### config.mk
export PLATFORM = sky130hd
export DESIGN_NAME = sorted_priority_deque
export DESIGN_NICKNAME = d
export VERILOG_FILES = /design/src/design/spd_pkg.sv /design/src/design/sorted_priority_deque.sv /design/src/design/spd_cell.sv
export SDC_FILE = /design/constraint.sdc
export NUM_CORES = 2
export LEC_CHECK = 0
export BUFFER_PORTS_ARGS = -buffer_cell sky130_fd_sc_hd__buf_2
export CORE_ASPECT_RATIO = 0.8
export CORE_MARGIN = 2
export CORE_UTILIZATION = 60
export CTS_CLUSTER_DIAMETER = 60
export CTS_CLUSTER_SIZE = 10
export DETAILED_ROUTE_END_ITERATION = 8
export GPL_ROUTABILITY_DRIVEN = 0
export PLACE_DENSITY = 0.81
export SETUP_SLACK_MARGIN = 0.5
export SYNTH_ARGS = -nofsm -noshare
export SYNTH_HDL_FRONTEND = slang
export SYNTH_SLANG_ARGS = --single-unit
### constraint.sdc
create_clock -name aclk -period 26.1 [get_ports aclk]
set_clock_uncertainty 0.05 [all_clocks]
set_input_delay 1.305 -clock aclk [delete_from_list [all_inputs] [get_ports aclk]]
set_output_delay 1.305 -clock aclk [all_outputs]
set_load 0.02 [all_outputs]
### src/design/spd_pkg.sv
// Shared types and codes for the sorted priority deque.
package spd_pkg;

    localparam int IN_W  = 56;
    localparam int OUT_W = 56;
    localparam int OCC_W = 5;

    localparam logic [2:0] MODE_INSERT   = 3'd0;
    localparam logic [2:0] MODE_RM_FRONT = 3'd1;
    localparam logic [2:0] MODE_RM_BACK  = 3'd2;
    localparam logic [2:0] MODE_PEEK     = 3'd3;
    localparam logic [2:0] MODE_SEARCH   = 3'd4;

    localparam logic [1:0] STAT_OK        = 2'd0;
    localparam logic [1:0] STAT_EMPTY     = 2'd1;
    localparam logic [1:0] STAT_FULL      = 2'd2;
    localparam logic [1:0] STAT_NOT_FOUND = 2'd3;

    typedef struct packed {
        logic [15:0] duration;
        logic [7:0]  kind;
        logic [15:0] id;
        logic [7:0]  prio;
    } entry_t;

    typedef enum logic [2:0] {
        CELL_HOLD   = 3'b001,
        CELL_INSERT = 3'b010,
        CELL_ROTATE = 3'b100
    } cell_op_t;

    typedef struct packed {
        cell_op_t op;
        entry_t   new_entry;
    } cell_ctrl_t;

    typedef struct packed {
        logic [OCC_W-1:0] occ;
        entry_t           entry;
        logic [1:0]       status;
    } result_t;

endpackage

### src/design/sorted_priority_deque.sv
// Top level of the sorted priority deque: cell chain, operation control and result staging.
//
//  channel | direction | handshake          | payload
//  --------+-----------+--------------------+------------------------------------------------
//  s_      | in        | s_tvalid/s_tready  | s_tdata: mode, job_prio, job_id, job_kind,
//          |           |                    |          job_duration
//  m_      | out       | m_tvalid/m_tready  | m_tdata: status, out_priority, out_id, out_kind,
//          |           |                    |          out_duration, occupancy
//
// Insert, remove front, peek and unused codes need no scan: the whole chain compares and
//   shifts in parallel, so one such transaction is accepted every cycle unless the output stalls with a result staged.
// Search and remove back on a non-empty queue run a scan: the chain rotates one full turn past
//   the head cell, which is examined once per step.
// Reset (aresetn low, synchronous) clears the entry count, the control state and the result
//   staging; slot contents are not cleared, entries beyond the count are never reported.
// A result waits in a staging register while the output register is stalled, so one more
//   transaction is taken; the scan holds on its last step until the staging register frees.
module sorted_priority_deque
    import spd_pkg::*;
#(
    parameter int QUEUE_DEPTH = 16
) (
    input  logic             aclk,
    input  logic             aresetn,
    // s_tdata, lowest bit up: mode[2:0], job_prio[10:3], job_id[26:11],
    //   job_kind[34:27], job_duration[50:35], zero fill[55:51]
    input  logic             s_tvalid,
    output logic             s_tready,
    input  logic [IN_W-1:0]  s_tdata,
    // m_tdata, lowest bit up: status[1:0], out_priority[9:2], out_id[25:10],
    //   out_kind[33:26], out_duration[49:34], occupancy[54:50], zero fill[55]
    output logic             m_tvalid,
    input  logic             m_tready,
    output logic [OUT_W-1:0] m_tdata
);

    localparam int CNT_W  = $clog2(QUEUE_DEPTH + 1);
    localparam int STEP_W = $clog2(QUEUE_DEPTH);

    typedef enum logic [1:0] {
        ST_IDLE = 2'b01,
        ST_SCAN = 2'b10
    } state_t;

    // Unpack the incoming transaction.
    logic [2:0] in_mode;
    entry_t     in_entry;

    assign in_mode           = s_tdata[2:0];
    assign in_entry.prio     = s_tdata[10:3];
    assign in_entry.id       = s_tdata[26:11];
    assign in_entry.kind     = s_tdata[34:27];
    assign in_entry.duration = s_tdata[50:35];

    state_t             state_reg, state_next;
    logic [CNT_W-1:0]   count_reg, count_next;
    logic [STEP_W-1:0]  step_reg, step_next;
    logic               scan_search_reg, scan_search_next;
    logic               found_reg, found_next;
    logic [15:0]        key_reg, key_next;
    entry_t             cap_reg, cap_next;
    result_t            res_reg, res_next;
    logic               res_valid_reg, res_valid_next;
    logic               m_tvalid_reg;
    logic [OUT_W-1:0]   m_tdata_reg;

    cell_ctrl_t         ctrl;
    entry_t             cell_entry    [QUEUE_DEPTH];
    entry_t             left_entry_w  [QUEUE_DEPTH];
    entry_t             right_entry_w [QUEUE_DEPTH];
    logic [QUEUE_DEPTH-1:0] keep_w;
    logic [QUEUE_DEPTH-1:0] left_keep_w;
    logic [QUEUE_DEPTH-1:0] occ_w;

    logic out_free;
    logic res_move;
    logic accept;
    logic res_load;
    logic is_empty;
    logic is_full;
    logic last_step;
    logic scan_go;
    logic hit;

    // ---------------------------------------------------------------- cell chain
    genvar gi;
    generate
        for (gi = 0; gi < QUEUE_DEPTH; gi++) begin : g_cell
            assign occ_w[gi] = CNT_W'(gi) < count_reg;

            if (gi == 0) begin : g_head
                // The head has nobody in front: a new entry lands here unless it keeps.
                assign left_keep_w[gi]  = 1'b1;
                assign left_entry_w[gi] = ctrl.new_entry;
            end else begin : g_body
                assign left_keep_w[gi]  = keep_w[gi-1];
                assign left_entry_w[gi] = cell_entry[gi-1];
            end

            if (gi == QUEUE_DEPTH - 1) begin : g_tail
                // Close the ring so a full rotation restores the order.
                assign right_entry_w[gi] = cell_entry[0];
            end else begin : g_inner
                assign right_entry_w[gi] = cell_entry[gi+1];
            end

            spd_cell u_cell (
                .aclk        (aclk),
                .ctrl        (ctrl),
                .occupied    (occ_w[gi]),
                .left_keep   (left_keep_w[gi]),
                .left_entry  (left_entry_w[gi]),
                .right_entry (right_entry_w[gi]),
                .entry       (cell_entry[gi]),
                .keep        (keep_w[gi])
            );
        end
    endgenerate

    // ---------------------------------------------------------------- control
    assign out_free  = !m_tvalid_reg || m_tready;
    assign res_move  = res_valid_reg && out_free;
    assign s_tready  = (state_reg == ST_IDLE) && (!res_valid_reg || out_free);
    assign accept    = s_tvalid && s_tready;
    assign is_empty  = (count_reg == '0);
    assign is_full   = (count_reg == CNT_W'(QUEUE_DEPTH));
    assign last_step = (step_reg == STEP_W'(QUEUE_DEPTH - 1));
    // Hold the last scan step until the staging register can take the result.
    assign scan_go   = !last_step || !res_valid_reg || out_free;

    // The head cell holds original slot step_reg during the scan.
    always_comb begin
        if (scan_search_reg) begin
            hit = !found_reg && (CNT_W'(step_reg) < count_reg)
                  && (cell_entry[0].id == key_reg);
        end else begin
            hit = (CNT_W'(step_reg) == count_reg - CNT_W'(1));
        end
    end

    always_comb begin
        state_next       = state_reg;
        count_next       = count_reg;
        step_next        = step_reg;
        scan_search_next = scan_search_reg;
        found_next       = found_reg;
        key_next         = key_reg;
        cap_next         = cap_reg;
        res_next         = res_reg;
        res_load         = 1'b0;
        ctrl.op          = CELL_HOLD;
        ctrl.new_entry   = in_entry;

        case (state_reg)
            ST_IDLE: begin
                if (accept) begin
                    res_next.status = STAT_OK;
                    res_next.entry  = '0;
                    res_load        = 1'b1;
                    case (in_mode)
                        MODE_INSERT: begin
                            res_next.entry = in_entry;
                            if (is_full) begin
                                res_next.status = STAT_FULL;
                            end else begin
                                ctrl.op    = CELL_INSERT;
                                count_next = count_reg + CNT_W'(1);
                            end
                        end
                        MODE_RM_FRONT: begin
                            if (is_empty) begin
                                res_next.status = STAT_EMPTY;
                            end else begin
                                res_next.entry = cell_entry[0];
                                ctrl.op        = CELL_ROTATE;
                                count_next     = count_reg - CNT_W'(1);
                            end
                        end
                        MODE_PEEK: begin
                            if (is_empty) begin
                                res_next.status = STAT_EMPTY;
                            end else begin
                                res_next.entry = cell_entry[0];
                            end
                        end
                        MODE_RM_BACK, MODE_SEARCH: begin
                            if (is_empty) begin
                                res_next.status = (in_mode == MODE_SEARCH) ? STAT_NOT_FOUND
                                                                          : STAT_EMPTY;
                            end else begin
                                // Start a full rotation past the head cell.
                                res_load         = 1'b0;
                                state_next       = ST_SCAN;
                                step_next        = '0;
                                scan_search_next = (in_mode == MODE_SEARCH);
                                found_next       = 1'b0;
                                key_next         = in_entry.id;
                                cap_next         = '0;
                            end
                        end
                        default: begin
                            res_next.status = STAT_OK;
                        end
                    endcase
                end
            end
            ST_SCAN: begin
                if (scan_go) begin
                    ctrl.op    = CELL_ROTATE;
                    found_next = found_reg || hit;
                    cap_next   = hit ? cell_entry[0] : cap_reg;
                    step_next  = step_reg + STEP_W'(1);
                    if (last_step) begin
                        state_next      = ST_IDLE;
                        res_load        = 1'b1;
                        res_next.entry  = cap_next;
                        if (scan_search_reg) begin
                            res_next.status = found_next ? STAT_OK : STAT_NOT_FOUND;
                        end else begin
                            res_next.status = STAT_OK;
                            count_next      = count_reg - CNT_W'(1);
                        end
                    end
                end
            end
            default: begin
                state_next = ST_IDLE;
            end
        endcase

        res_next.occ   = OCC_W'(count_next);
        res_valid_next = (res_valid_reg && !res_move) || res_load;
    end

    always_ff @(posedge aclk) begin
        if (!aresetn) begin
            state_reg     <= ST_IDLE;
            count_reg     <= '0;
            res_valid_reg <= 1'b0;
            m_tvalid_reg  <= 1'b0;
        end else begin
            state_reg     <= state_next;
            count_reg     <= count_next;
            res_valid_reg <= res_valid_next;
            if (res_move) begin
                m_tvalid_reg <= 1'b1;
            end else if (m_tready) begin
                m_tvalid_reg <= 1'b0;
            end
        end
    end

    // Payload registers: no reset.
    always_ff @(posedge aclk) begin
        step_reg        <= step_next;
        scan_search_reg <= scan_search_next;
        found_reg       <= found_next;
        key_reg         <= key_next;
        cap_reg         <= cap_next;
        if (res_load) begin
            res_reg <= res_next;
        end
        if (res_move) begin
            m_tdata_reg <= {1'b0, res_reg.occ, res_reg.entry.duration, res_reg.entry.kind,
                            res_reg.entry.id, res_reg.entry.prio, res_reg.status};
        end
    end

    assign m_tvalid = m_tvalid_reg;
    assign m_tdata  = m_tdata_reg;

`ifndef SYNTH
    a_count_bound: assert property (@(posedge aclk) disable iff (!aresetn)
        count_reg <= CNT_W'(QUEUE_DEPTH))
        else $error("entry count above queue depth");

    a_no_accept_in_scan: assert property (@(posedge aclk) disable iff (!aresetn)
        (state_reg == ST_SCAN) |-> !s_tready)
        else $error("input taken during scan");

    a_rm_front_count: assert property (@(posedge aclk) disable iff (!aresetn)
        (accept && (in_mode == MODE_RM_FRONT) && !is_empty)
        |=> (count_reg == $past(count_reg) - CNT_W'(1)))
        else $error("remove front did not drop the count");

    a_scan_end: assert property (@(posedge aclk) disable iff (!aresetn)
        ((state_reg == ST_SCAN) && last_step && scan_go)
        |=> ((state_reg == ST_IDLE) && res_valid_reg))
        else $error("scan end did not stage a result");

    a_stage_no_loss: assert property (@(posedge aclk) disable iff (!aresetn)
        (res_valid_reg && !out_free) |=> res_valid_reg)
        else $error("staged result dropped while output stalled");
`endif

endmodule

### src/design/spd_cell.sv
// One chain slot: holds an entry; insert compares and shifts back; rotate shifts forward.
module spd_cell
    import spd_pkg::*;
(
    input  logic       aclk,
    input  cell_ctrl_t ctrl,
    input  logic       occupied,
    input  logic       left_keep,
    input  entry_t     left_entry,
    input  entry_t     right_entry,
    output entry_t     entry,
    output logic       keep
);

    entry_t entry_reg;
    entry_t entry_next;

    // Stay in place when occupied and not behind the new entry.
    assign keep  = occupied && (entry_reg.prio <= ctrl.new_entry.prio);
    assign entry = entry_reg;

    always_comb begin
        case (ctrl.op)
            CELL_INSERT: begin
                if (keep) begin
                    entry_next = entry_reg;
                end else if (left_keep) begin
                    entry_next = ctrl.new_entry;
                end else begin
                    entry_next = left_entry;
                end
            end
            CELL_ROTATE: entry_next = right_entry;
            default:     entry_next = entry_reg;
        endcase
    end

    always_ff @(posedge aclk) begin
        entry_reg <= entry_next;
    end

endmodule
# == Word-level counts from Yosys, hierarchy flattened ==
# Index checks and enable logic that the tools add are counted.
# totals
ff_bits,957
input_bits,60
output_inout_bits,58
wordCells,318
# classes
addsub,3
magnitude_cmp,33
n_eq_ne,33
muxes,105
n_bitwise,1
reduce_logical,60
# op_table
op,n
$mux 48,37
$pmux 48 s2,18
$mux 50,3
$le 8x8->1,16
$pmux 50 s2,1
$lt 4x5->1 const A,8
$ne 2x2->1 const B,20
$reduce_and 2->1,16
$mux 5,6
$logic_and 1x1->1,22
$mux 2,11
$lt 3x5->1 const A,4
$pmux 5 s2,2
$eq 16x16->1,1
$mux 4,4
$reduce_and 5->1,3
$mux 1,13
$pmux 3 s2,2
$lt 1x5->1 const A,2
$lt 2x5->1 const A,2
$eq 3x2->1 const B,3
$mux 3,3
$pmux 4 s2,1
$eq 3x3->1 const B,2
22 further kinds,35

# == Longest topological paths before layout ==
# depth
word_depth,10
mapped_depth,14
mapped_depth_nobuf,8

# == Cells and area by module ==
# A second synthesis with hierarchy kept.
# hier_totals
cells_unflattened,4617
area_unflattened_um2,52699.3
# modules_own_cells
module,n_inst,cells_per_inst,area_each_um2,seq_area_each_um2
spd_cell,16,243,2706.3,1441.4
sorted_priority_deque,1,729,9397.8,5585.4

# == Worst setup path after synthesis ==
# Ideal clock, no wire load.
# synth_timing
path_kind,input to register
startpoint,input port m_tready
endpoint,"register res_reg[0] (netlist name), enable pin"
setup_time_ns,0.726
arrival_time_ns,9.932
required_ns,25.324
slack_ns,15.392
path_stages,4
path_cell_list,and3b_1 -> nor2_1 -> a32oi_1 -> a2111oi_0
# synth_via
elab_chain_cells,7
# synth_lines
element,line,rtl
start: declaration,sorted_priority_deque.sv:33,"input logic m_tready,"
$logic_or 1x1->1 *,sorted_priority_deque.sv:121,assign out_free = !m_tvalid_reg || m_tready;
$logic_or 1x1->1 *,sorted_priority_deque.sv:123,assign s_tready = (state_reg == ST_IDLE) && (!res_valid_reg || out_free);
$logic_and 1x1->1 *,sorted_priority_deque.sv:123,
named net s_tready,sorted_priority_deque.sv:28,"output logic s_tready,"
$logic_and 1x1->1 *,sorted_priority_deque.sv:124,assign accept = s_tvalid && s_tready;
$mux 1,sorted_priority_deque.sv:156,if (accept) begin
$pmux 1 s2,sorted_priority_deque.sv:154,case (state_reg)
$reduce_and 5->1 (no source line) *,--,
end signal: assignment,sorted_priority_deque.sv:261,res_reg <= res_next;
end: declaration,sorted_priority_deque.sv:62,"result_t res_reg, res_next;"
# The timed path passes the listed nets; every way through them passes the cells marked *.
# A chain may end at the register's enable or synchronous reset.

==> run_results.csv <==
group,metric,value,unit
logic_synthesis,synth_top_area_share,56.6,%
sta,drv_slew,0,
clock_tree,cts.path.max_buffers,3,
logic_synthesis,synthesis.nets,4662,
global_route,grt_pass1_wl,205,mm
worst_setup_path,endpoint_kind,"register",
placement,numPortBuffers,111,
flow_run,drv_cap,0,
sta,worstMarginPinSlew,1.26,ns
sta,min_period,6.42,ns
logic_synthesis,seq_area_frac_synth,57.0,%
die,die_h,263,um
logic_synthesis,yosys_warnings,0,
worst_setup_path,path_class,"register to register",
placement,dpl_worst_slack,19.52,ns
logic_synthesis,synth_ff_type,"edfxtp_1",
cells_and_area,syn_to_final_growth,7.87,%
routing,drtAntennaViolNets,0,
worst_setup_path,path_cells,"inv_1 -> ha_1 -> nor4b_2 -> or3b_4 -> o31ai_4 -> o2111a_4 -> buf_4 -> buf_4 -> buf_4 -> o21ai_0",
power,irDropWorstVdd,0.0766,mV
die,io_pins,118,
global_route,grt_antenna_before_repair,1,
routing,remaining_drc_errors,0,
die,rows,94,
sta,fin_hold_ws,0.363,ns
routing,vias,35933,
logic_synthesis,synth_edf_count,948,
worst_setup_path,path_buf_inv,4,
power,power_density,73.8,nW/um^2
worst_setup_path,path_max_fanout,128,
logic_synthesis,netlist_top_cells_area,"edfxtp_1 57%, mux2i_1 14%, nand2_1 5.1%",
logic_synthesis,yosysUniqueCellTypes,63,
logic_synthesis,synthesis.area,50300,um^2
min_path,min_path_cells,0,
die,initial_core_util,60.9,%
sta,timing.final.hold_violations,0,
clock_tree,cts_resized,0,
clock_tree,cts_hold_buf,0,
cells_and_area,nets,4546,
die,core_area,82600,um^2
placement,hpwl,76.6,mm
routing,firstDrtPassIters,6,
global_route,grt_pass1_vias,34063,
routing,wl_per_cell,24.9,um
sta,max-slew-margin-rel,16.3,%
worst_setup_path,reg2regPathDepth,10,
global_route,grt.overflow.total,0,
logic_synthesis,syn_inst,4463,
run_status,outcome,"complete, no violations",
worst_setup_path,setup.worst_path.start_class,"register",
clock_tree,cts_sinks,957,
power,p_total,4.00,mW
die,dieArea,86200,um^2
logic_synthesis,async_flop_share,0,%
clock_tree,numCtsBuffers,107,
clock_tree,clk_pin_slew,0.06,ns
logic_synthesis,synth_top_cell_by_area,"edfxtp_1",
clock_tree,cts_setup_buffers,0,
cells_and_area,drive_gt1_share,8.13,%
cells_and_area,largest_reg_flops,768,
routing,first_iter_violations,5247,
cells_and_area,n_antenna_cell,0,
clock_tree,cts_tree,"done",
sta,setup_ws,19.68,ns
sta,max_clock_freq,0.156,GHz
min_path,hp-class,"register to register",
worst_setup_path,cp_slowest_cell,"buf_4",
worst_setup_path,crit_required,26.43,ns
global_route,grt_usage,30.9,%
worst_setup_path,slowest_delay,1.04,ns
worst_setup_path,path_delay_family,"buffers and inverters",
sta,period_share,24.6,%
global_route,grt_max_degree,298,
power,p_leak,20.5,nW
cells_and_area,stdcell_count,5471,
sta,setup_viol,0,
clock_tree,root_buffer,"clkbuf_16",
die,dieWidth,328,um
routing,viasPerCell,6.57,
sta,tns,0,ns
clock_tree,htreeDepth,3,
routing,wirelength,136,mm
placement,dp.cells,5342,
worst_setup_path,critical_path.most_common_cell,"buf_4",
logic_synthesis,syn_area_per_cell,11.3,um^2
clock_tree,clkLatencyLatePin,0.70,ns
logic_synthesis,ys_ff_latch,957,
worst_setup_path,critical_path_depth,10,
worst_setup_path,critical_path_arrival,6.74,ns
sta,rsz0062_at_grt,"false",
[report_power, final]
part | switching [mW] | total, mW | internal, mW
Clock | 0.595 | 1.35 | 0.756
Sequential | 0.104 | 2.09 | 1.98
Combinational | 0.392 | 0.566 | 0.174
[cells in the mapped netlist, types with 4 or more instances]
cell,n
nand3_1,72
o21a_1,7
dfxtp_1,9
inv_1,58
nor3_1,9
nand2b_1,4
a21oi_1,294
buf_6,24
o211ai_1,13
xor2_1,18
nor2_1,263
and3_1,10
nand2_1,683
a22o_1,4
ha_1,139
o22ai_1,5
clkbuf_1,207
buf_4,10
and4_1,4
a221o_1,6
o21ai_0,374
and2_1,9
mux2i_1,720
a21o_1,14
nand4_1,20
o221ai_1,48
buf_1,43
xnor2_1,9
o221a_2,6
o21ai_1,205
nor2b_1,10
a22oi_1,48
buf_2,121
edfxtp_1,948
[cells in the final DEF (no fill, tap or decap), types with 72 or more instances in the layout]
cell type,n
a21oi_1,293
buf_2,111
clkbuf_16,108
edfxtp_1,948
ha_1,138
mux2i_1,720
nand2_1,683
nand3_1,72
nor2_1,262
o21ai_0,357
o21ai_1,201
[kinds of logic after synthesis]
family / share of synthesized area (%)
flops: 57.0
xor+xnor: 0.515
buf+inv: 4.21
mux: 14.4
simple gates: 8.86
compound gates: 11.6
other cells: 0.00746
fa+ha+maj: 3.46
[final cells by class]
cell class	instances	area, um^2
Clock buffer	117	2740
Fill cell	5977	28300
Tap cell	1104	1380
Inverter	61	229
Multi-Input combinational cell	3040	20000
Clock inverter	12	188
Sequential cell	957	28600
Timing Repair Buffer	180	1110
[worst register-to-register path: cells and delay by family, from the launching register on]
| family | cells | cell delay (ns) |
|---|---|---|
| buf+inv | 4 | 3.20 |
| simple gates | 2 | 0.65 |
| fa+ha+maj | 1 | 0.25 |
| flops | 1 | 0.69 |
| compound gates | 3 | 1.27 |
[final timing paths]
kind                            slack [ns]          from                    endpoint
worst max-delay path                 19.68  count_reg[1]  g_cell[2].u_cell.entry[33]
worst min-delay path                  0.36   res_reg[48]                 m_tdata[48]
worst max register to register       19.68  count_reg[1]  g_cell[2].u_cell.entry[33]
worst min register to register        0.36   res_reg[48]                 m_tdata[48]
[layer usage]
| layer | global-route usage [%] | wire, um |
|---|---|---|
| met1 | 44.2 | 54900 |
| met2 | 46.7 | 60000 |
| met3 | 7.50 | 17000 |
| met4 | 9.76 | 4190 |
| met5 | 0 | 13 |
[through the flow]
step	util [%]	instance area (um^2)
6_report	65.7	54200
5_1_grt	65.7	54200
4_1_cts	65.7	54200
3_5_place_dp	62.2	51300
3_3_place_gp	62.2	51300
2_1_floorplan	-	50300
Note: power is estimated with default switching activity, not from simulation.
